$ cat src/rtl/core/arac_pkg.sv
// Package for the address range access counter: sizes, action codes,
// item and token types shared by the interfaces, the cell and the top level.
// No dependencies.
package arac_pkg;

  // Table size and address width
  localparam int RANGE_ENTRIES = 16;
  localparam int ADDRESS_BITS  = 48;

  // Fixed field widths of the items
  localparam int INDEX_W = 4;
  localparam int ADDR_W  = 48;
  localparam int END_W   = ADDR_W + 1;
  localparam int COUNT_W = 32;
  localparam int HIT_W   = 5;

  // Cell number width and the width used to match it against an index
  localparam int ID_W    = (RANGE_ENTRIES > 1) ? $clog2(RANGE_ENTRIES) : 1;
  localparam int MATCH_W = (ID_W > INDEX_W) ? ID_W : INDEX_W;

  localparam logic [63:0]        ADDR_MASK64 = (64'd1 << ADDRESS_BITS) - 64'd1;
  localparam logic [ADDR_W-1:0]  ADDR_MASK   = ADDR_MASK64[ADDR_W-1:0];
  localparam logic [COUNT_W-1:0] COUNT_MAX   = '1;
  localparam logic [HIT_W-1:0]   HIT_MAX     = '1;

  typedef enum logic [1:0] {
    ACT_LOAD    = 2'd0,
    ACT_READ    = 2'd1,
    ACT_WRITE   = 2'd2,
    ACT_READOUT = 2'd3
  } action_t;

  typedef struct packed {
    action_t             action;
    logic [INDEX_W-1:0]  entry_index;
    logic [ADDR_W-1:0]   address;
    logic [ADDR_W-1:0]   length;
  } in_item_t;

  typedef struct packed {
    logic                entry_valid;
    logic [COUNT_W-1:0]  read_count;
    logic [COUNT_W-1:0]  write_count;
    logic [HIT_W-1:0]    hit_count;
  } out_item_t;

  // Item as it travels down the row of cells, with its result so far
  typedef struct packed {
    logic                valid;
    action_t             action;
    logic [INDEX_W-1:0]  entry_index;
    logic [ADDR_W-1:0]   addr;
    logic [END_W-1:0]    addr_end;
    out_item_t           res;
  } token_t;

endpackage

$ cat src/rtl/core/arac_cell.sv
// One cell of the range table: holds one watched range and its counters,
// updates them from the passing item and hands it on through its own register.
// Depends on arac_pkg.
module arac_cell (
  input  logic                   clk,
  input  logic                   rst_n,
  input  logic                   advance,
  input  logic [arac_pkg::ID_W-1:0] cell_id,
  input  arac_pkg::token_t       tok_in,
  output arac_pkg::token_t       tok_out
);
  import arac_pkg::*;

  logic [ADDR_W-1:0]  base_r,   base_nxt;
  logic [END_W-1:0]   end_r,    end_nxt;
  logic               valid_r,  valid_nxt;
  logic [COUNT_W-1:0] reads_r,  reads_nxt;
  logic [COUNT_W-1:0] writes_r, writes_nxt;
  token_t             tok_r,    tok_nxt;

  logic sel;
  logic is_access;
  logic hit;

  assign sel       = tok_in.valid &&
                     (MATCH_W'(tok_in.entry_index) == MATCH_W'(cell_id));
  assign is_access = (tok_in.action == ACT_READ) || (tok_in.action == ACT_WRITE);
  // half-open overlap, ends one bit wider
  assign hit = tok_in.valid && is_access && valid_r &&
               ({1'b0, base_r} < tok_in.addr_end) &&
               ({1'b0, tok_in.addr} < end_r);

  always_comb begin
    base_nxt   = base_r;
    end_nxt    = end_r;
    valid_nxt  = valid_r;
    reads_nxt  = reads_r;
    writes_nxt = writes_r;
    tok_nxt    = tok_in;

    if (sel && (tok_in.action == ACT_LOAD)) begin
      base_nxt   = tok_in.addr;
      end_nxt    = tok_in.addr_end;
      valid_nxt  = 1'b1;
      reads_nxt  = '0;
      writes_nxt = '0;
    end

    if (hit) begin
      if (tok_in.action == ACT_READ) begin
        if (reads_r != COUNT_MAX) reads_nxt = reads_r + COUNT_W'(1);
      end else begin
        if (writes_r != COUNT_MAX) writes_nxt = writes_r + COUNT_W'(1);
      end
      if (tok_in.res.hit_count != HIT_MAX) begin
        tok_nxt.res.hit_count = tok_in.res.hit_count + HIT_W'(1);
      end
    end

    if (sel && (tok_in.action == ACT_READOUT)) begin
      tok_nxt.res.entry_valid = valid_r;
      tok_nxt.res.read_count  = reads_r;
      tok_nxt.res.write_count = writes_r;
    end
  end

  // range bounds: no reset, only read once the entry is valid
  always_ff @(posedge clk) begin
    if (advance) begin
      base_r <= base_nxt;
      end_r  <= end_nxt;
    end
  end

  always_ff @(posedge clk) begin
    if (!rst_n) begin
      valid_r  <= 1'b0;
      reads_r  <= '0;
      writes_r <= '0;
      tok_r    <= '0;
    end else if (advance) begin
      valid_r  <= valid_nxt;
      reads_r  <= reads_nxt;
      writes_r <= writes_nxt;
      tok_r    <= tok_nxt;
    end
  end

  assign tok_out = tok_r;

endmodule

$ cat config.mk
export PLATFORM = sky130hd
export DESIGN_NAME = arac_cell
export DESIGN_NICKNAME = d
export VERILOG_FILES = /design/src/rtl/core/arac_pkg.sv /design/src/rtl/core/arac_cell.sv
export SDC_FILE = /design/constraint.sdc
export NUM_CORES = 1
export LEC_CHECK = 0
export BUFFER_PORTS_ARGS = -buffer_cell sky130_fd_sc_hd__buf_2
export CAP_MARGIN = 20
export CORE_ASPECT_RATIO = 1.2
export CORE_MARGIN = 10
export CORE_UTILIZATION = 55
export CTS_CLUSTER_DIAMETER = 150
export DETAILED_ROUTE_END_ITERATION = 7
export PLACE_DENSITY_LB_ADDON = 0.25
export RECOVER_POWER = 100
export SYNTH_ARGS = -nofsm -noshare
export SYNTH_HDL_FRONTEND = slang
export SYNTH_SLANG_ARGS = --single-unit
$ cat constraint.sdc
create_clock -name clk -period 5.1 [get_ports clk]
set_input_delay 1.02 -clock clk [delete_from_list [all_inputs] [get_ports clk]]
set_output_delay 1.02 -clock clk [all_outputs]
set_load 0.01 [all_outputs]
==> metrics.txt, run 1 <==
status=finished with violations; failing checks=max-capacitance violations, max-slew violations; dpl cell area=18100 um2; measured slew at the worst slew-check pin=2.19 ns; number of DRC violations after detailed routing=0; std cell rows=68; die extent in x=176 um; xor and xnor area share after synthesis=0.437%; Max Clock Skew=0.0203 ns; Detailed Route WL=43400 um; worst rel slew slack=-46.3%; Mapped Avg Cell Area=9.78 um2; Syn Inst Count=1639; Synth Area in Adders=7.80%; worst-skew pair later-pin latency=0.52 ns; initial antenna violation count=1; IO buf count=354; die outline height=207 um; dominant combinational cell family by area after synthesis=simple AND/OR/NAND/NOR gates; post-layout min period=4.24 ns; cell types with the largest area share after synthesis=sky130_fd_sc_hd__dfxtp_1 (30%), sky130_fd_sc_hd__edfxtp_1 (18%), sky130_fd_sc_hd__mux2i_1 (10%); via count of the first global-routing pass=13300; Clock transition at path regs=0.06 ns; P&R area growth vs syn=17.1%; CTS max path bufs=3; ratio of cells with drive above 1 in the final layout=8.30%; Power Dens Cells=315 nW/um2; Synth Cell Area=16000 um2; vias=13300; Reg-to-Reg Start=base_r[11]$_DFFE_PP_; setup repair after global routing missed its margin=false; register area share after synthesis=48.0%; non-filler cells in the finished layout=2361; hold-critical path endpoint=tok_out[2]$_SDFFE_PN0P_; Simple-Gate Fraction of Synth Area=15.0%; CORE AREA=28800 um2; ratio of routed vias to standard cells=5.62; most frequent cells after synthesis=sky130_fd_sc_hd__dfxtp_1 (239), sky130_fd_sc_hd__nor2_1 (223), sky130_fd_sc_hd__mux2i_1 (164); aggregate global-route resource usage=22.7%; Initial DRT Pass Iterations=5; Post-CTS Hold Fix Bufs=0; arrival time reported for the critical path endpoint=4.65 ns; clock tree from TritonCTS=built; setup violation total in the final timing report=0; number of flops mapped to enable cells by yosys=97; Post-Route Setup TNS=0 ns; clock root buffer=sky130_fd_sc_hd__clkbuf_16; total I/O pin count=355; number of design-rule violations left by the first detailed-router iteration=709; Nets=2233; number of warnings issued by yosys=0; Critical Path Fanout Max=30; Register-to-Register Path Depth=10; share of the synthesized area in compound gates (AO/OA/AOI/OAI)=12.7%; most used standard cell by instance count after synthesis=sky130_fd_sc_hd__dfxtp_1; # Max-Cap Violations=3; number of buffers inserted to repair setup after CTS=0; pin count of the biggest net entering global routing=125; most common flop cell mapped by yosys=sky130_fd_sc_hd__dfxtp_1; Num CTS Buffers=35; number of cells on the worst hold path=1; share of synthesized area spent on multiplexers=10.9%; final instance area=18800 um2; worst hold-check slack=0.482 ns; final number of max-transition violations=221; Tightest Hold Check Type=reg2reg; max frequency=236 MHz; largest voltage drop on the vdd net=0.280 mV; total of cells resized after clock tree synthesis=0; total congestion overflow after global routing=0; number of sinks driven by the clock tree=336; total inserted antenna cells=0; die area=36400 um2; GP Congestion=0.828; half-perimeter wire length after detailed placement=31600 um; kind of capture point of the worst setup path=flip-flop; post-route ant nets=0; type of the setup path with the least slack=in2reg; sort of element at the start of the critical path=input port; Tcrit/Tclk final=83.2%; Placed Cells incl. Taps=2300; worst hold start=tok_out[2]$_SDFFE_PN0P_; worst-case register-to-register setup slack=1.15 ns; synthesized flop and latch total=336; count of different cell masters after synthesis=66; total count of hold-check failures in the final report=0; proportion of netlist area held by the largest area contributor=29.8%; effective utilization at floorplan=55.8%; asr flop ratio synth=0%; required time at the worst-slack endpoint=5.50 ns; level count of the clock H-tree=2; Leakage=8.14 nW; post-route total power=5.92 mW; wire length of the first global-routing pass=69300 um; Synthesized Nets=1920; endpoint of the most critical register-to-register path=reads_r[27]$_SDFFE_PN0P_; cell taking the most area after synthesis=sky130_fd_sc_hd__dfxtp_1; Routed wire per std cell=18.4 um
[area by class of cell]
class	instances	area, um2
Fill cell	2537	9970
Sequential cell	336	7700
Multi-Input combinational cell	1092	7500
Timing Repair Buffer	369	1550
Clock buffer	55	1060
Tap cell	385	482
Inverter	118	448
Clock inverter	6	47.5
[cell usage in the layout (no fill, tap or decap), drive strengths merged, types with 6 or more instances in the layout]
cell	Yosys	layout
a21o	27	27
a32o	7	7
a21oi	54	54
nor4	12	12
and4	10	10
clkbuf	69	333
o21a	7	7
a211oi	69	69
nand3	76	76
buf	24	91
mux2	10	10
and2	8	8
nor2	225	225
mux2i	164	164
o311ai	24	24
inv	117	116
nor3b	15	15
edfxtp	97	97
clkinv	1	6
o31ai	9	9
nor3	12	12
and3	19	19
nand2	91	91
or2	6	6
nand4	19	19
dfxtp	239	239
o21ai	61	61
ha	100	100
or3	7	7
[power by group]
| part | total, mW | switching (mW) | leakage, nW | internal, mW |
|---|---|---|---|---|
| Combinational | 0.560 | 0.349 | 4.75 | 0.212 |
| Sequential | 2.88 | 0.0456 | 2.84 | 2.84 |
| Clock | 2.48 | 1.04 | 0.544 | 1.44 |
| Total | 5.92 | 1.44 | 8.14 | 4.49 |
[worst max-delay path: stages]
cell,delay [ns]
sky130_fd_sc_hd__clkbuf_1,0.12
sky130_fd_sc_hd__inv_1,0.06
sky130_fd_sc_hd__ha_1,0.32
sky130_fd_sc_hd__and4_1,0.24
sky130_fd_sc_hd__a221oi_1,0.28
sky130_fd_sc_hd__o211ai_1,0.12
sky130_fd_sc_hd__o311ai_0,0.58
sky130_fd_sc_hd__or4b_1,0.72
sky130_fd_sc_hd__o311ai_0,0.42
sky130_fd_sc_hd__buf_4,0.35
sky130_fd_sc_hd__o21ai_0,0.15
sky130_fd_sc_hd__a22o_1,0.25
[sequential cells by signal, indices dropped and copies added, names as in the netlist]
name	count
tok_out	174
end_r	49
base_r	48
reads_r	32
writes_r	32
valid_r	1
[stage by stage]
stage,worst slack (ns),util (%)
final,0.856,65.3
after global routing,0.523,65.3
after CTS,1.24,66.7
after detailed placement,0.714,62.8
after global placement,0.740,62.8
after floorplan,0.655,-
[worst max path at each step]
stage,depth (start not counted),start,endpoint
floorplan,8,tok_in[170],reads_r[6]$_SDFFE_PN0P_
global placement,12,tok_in[81],reads_r[11]$_SDFFE_PN0P_
detailed placement,12,tok_in[81],reads_r[27]$_SDFFE_PN0P_
CTS,12,tok_in[81],reads_r[26]$_SDFFE_PN0P_
global route,12,tok_in[81],reads_r[16]$_SDFFE_PN0P_
finish,12,tok_in[81],reads_r[27]$_SDFFE_PN0P_
[layer usage]
metal  global-route usage (%)  up-vias  share of wire, %
li1                         -     6510                 -
met5                        0        -             0.030
met2                     38.3      417                48
met4                     6.04        2               2.2
met3                     5.86       67               7.4
met1                     28.2     6272                42
[cell families (layout without fill, tap and decap cells)]
group,count (synthesis),count (layout)
AO/OA/AOI/OAI,296,296
XOR/XNOR,8,8
adder cells (fa/ha/maj),100,100
buffers and inverters,211,548
flip-flops,336,336
multiplexers,174,174
AND/OR/NAND/NOR,514,514
Note: power is estimated with default switching activity, not from simulation.
==> run 2: changes to the inputs <==
==> constraint.sdc (replaced) <==
create_clock -name clk -period 4 [get_ports clk]
set_input_delay 0.8 -clock clk [delete_from_list [all_inputs] [get_ports clk]]
set_output_delay 0.8 -clock clk [all_outputs]
set_load 0.01 [all_outputs]
==> metrics.txt, run 2 (synthesized netlist as in run 1, its figures left out) <==
ratio of cells with drive above 1 in the final layout=8.55% (was 8.30%); status=finished with violations (unchanged); worst-case register-to-register setup slack=0.51 ns (was 1.15 ns); crit-path max cell delay=0.49 ns (was 0.72 ns); worst rel slew slack=-31.8% (was -46.3%); CTS max path bufs=3 (unchanged); Post-CTS Hold Fix Bufs=0 (unchanged); Leakage=8.21 nW (was 8.14 nW); setup violation total in the final timing report=0 (unchanged); die outline height=207 um (unchanged); total congestion overflow after global routing=0 (unchanged); post-route ant nets=0 (unchanged); largest voltage drop on the vdd net=0.324 mV (was 0.280 mV); wire length of the first global-routing pass=69500 um (was 69300 um); die area=36400 um2 (unchanged); type of the setup path with the least slack=in2reg (unchanged); Power Dens Cells=404 nW/um2 (was 315 nW/um2); total I/O pin count=355 (unchanged); Finished Core Util=65.8% (was 65.3%); Initial DRT Pass Iterations=5 (unchanged); required time at the worst-slack endpoint=4.38 ns (was 5.50 ns); worst-skew pair later-pin latency=0.51 ns (was 0.52 ns); dpl cell area=18200 um2 (was 18100 um2); failing checks=max-capacitance violations, max-slew violations (unchanged); final number of max-transition violations=162 (was 221); cell with the biggest individual delay on the critical path=sky130_fd_sc_hd__or4b_1 (unchanged); kind of capture point of the worst setup path=flip-flop (unchanged); Max Clock Skew=0.0203 ns (about the same); most utilized layer in the global route result=met2 (unchanged); total of cells resized after clock tree synthesis=0 (unchanged); clock root buffer=sky130_fd_sc_hd__clkbuf_16 (unchanged); Routed wire per std cell=18.4 um (about the same); clock tree from TritonCTS=built (unchanged); met3 track utilization from global routing=6.79% (was 5.86%); number of buffers inserted to repair setup after CTS=0 (unchanged); Critical Path Fanout Max=30 (unchanged); Clock transition at path regs=0.06 ns (about the same); number of design-rule violations left by the first detailed-router iteration=751 (was 709); most frequent cells in the layout=sky130_fd_sc_hd__clkbuf_1 (293), sky130_fd_sc_hd__dfxtp_1 (239), sky130_fd_sc_hd__nor2_1 (224), sky130_fd_sc_hd__mux2i_1 (164), sky130_fd_sc_hd__inv_1 (115) (was sky130_fd_sc_hd__clkbuf_1 (287), sky130_fd_sc_hd__dfxtp_1 (239), sky130_fd_sc_hd__nor2_1 (224), sky130_fd_sc_hd__mux2i_1 (164), sky130_fd_sc_hd__inv_1 (115)); Num CTS Buffers=35 (unchanged); ratio of routed vias to standard cells=5.64 (was 5.62); Post-Route Setup TNS=0 ns (unchanged); measured slew at the worst slew-check pin=1.98 ns (was 2.19 ns); half-perimeter wire length after detailed placement=32300 um (was 31600 um); count of fill cells added during filler insertion=2485 (was 2537); initial antenna violation count=3 (was 1); post-layout min period=3.59 ns; sort of element at the start of the critical path=input port (unchanged); Detailed Route WL=43800 um (was 43400 um); # Max-Cap Violations=3 (unchanged); IO buf count=354 (unchanged); met1 usage=27.4% (was 28.2%); arrival time reported for the critical path endpoint=3.97 ns (was 4.65 ns); Tcrit/Tclk final=89.6%; flip-flop count of the largest register, all copies and words added=174 (unchanged); final instance area=18900 um2 (was 18800 um2); P&R area growth vs syn=18.0% (was 17.1%); die extent in x=176 um (unchanged); aggregate global-route resource usage=22.9% (was 22.7%); total count of hold-check failures in the final report=0 (unchanged); max frequency=279 MHz; effective utilization at floorplan=55.8% (unchanged); setup repair after global routing missed its margin=false (unchanged); Nets=2245 (was 2233); number of sinks driven by the clock tree=336 (unchanged); cell-by-cell listing of the critical path=clkbuf_1 > inv_1 > ha_1 > and4_1 > a221oi_1 > o211ai_1 > o311ai_1 > or4b_1 > buf_4 > o311ai_4 > buf_12 > o21ai_0 > a22o_1 (was clkbuf_1 > inv_1 > ha_1 > and4_1 > a221oi_1 > o211ai_1 > o311ai_0 > or4b_1 > o311ai_0 > buf_4 > o21ai_0 > a22o_1); level count of the clock H-tree=2 (unchanged); GP Congestion=0.891 (was 0.828); most common cell after layout, fill and taps aside=sky130_fd_sc_hd__clkbuf_1 (unchanged); via count of the first global-routing pass=13300 (about the same); met2 GRT Util=39.0% (was 38.3%); number of DRC violations after detailed routing=0 (unchanged); Tightest Hold Check Type=reg2reg (unchanged); vias=13400 (was 13300); std cell rows=68 (unchanged); pin count of the biggest net entering global routing=113 (was 125); CORE AREA=28800 um2 (unchanged)
## run 2: cell count changes in the layout (fill, tap and decap cells not counted), sizes merged
cell      previous run  this run
buf                 91        94
bufinv               0         1
clkbuf             333       342
clkinvlp             2         1
diode                0         2
## run 2: power by group
| part | leakage, nW | switching (mW) | internal (mW) |
|---|---|---|---|
| clock network | 0.568 | 1.31 | 1.94 |
| logic | 4.80 | 0.447 | 0.272 |
| registers | 2.84 | 0.0607 | 3.62 |
| total | 8.21 | 1.81 | 5.83 |
## run 2: path summary, 6_finish.rpt
path	endpoint	startpoint	cells after the start
setup / recovery	reads_r[16]$_SDFFE_PN0P_	tok_in[81]	13
hold reg to reg	tok_out[2]$_SDFFE_PN0P_	tok_out[2]$_SDFFE_PN0P_	1
setup reg to reg	reads_r[16]$_SDFFE_PN0P_	base_r[10]$_DFFE_PP_	11
hold / removal	tok_out[2]$_SDFFE_PN0P_	tok_out[2]$_SDFFE_PN0P_	1
## run 2: through the flow
stage                     total power, mW  hold slack (ns)  std cells  setup slack, ns
after detailed placement             4.51            0.450       2312          -0.0308
after CTS                            7.75            0.464       2373            0.485
after global placement               4.48            0.448       2312           0.0470
final                                7.64            0.469       2375            0.414
after global routing                 7.94            0.499       2374            0.207
after floorplan                      4.15            0.454       1639            0.526
## run 2: layout make-up
cell class	instances	area [um2]	area share, %
clock inverter	6	57.6	0.304
antenna	2	5.00	0.0264
sequential	336	7700	40.7
inverter	118	449	2.37
clock buffer	55	1090	5.78
multi-input combinational	1092	7510	39.7
timing repair buffer	381	1640	8.65
tap	385	482	2.54
## run 2: per-layer routing
metal,routed length [um],share of wire (%)
met5,8,0.018
met4,903,2.1
met3,3650,8.3
met2,21200,48
met1,18000,41
## run 2: critical path: cells and delay by family
family	cells	cell delay, ns
buffers and inverters	4	0.58
AOI/OAI and AO/OA	6	1.52
adders and majority gates	1	0.32
and+or+nand+nor	2	0.73
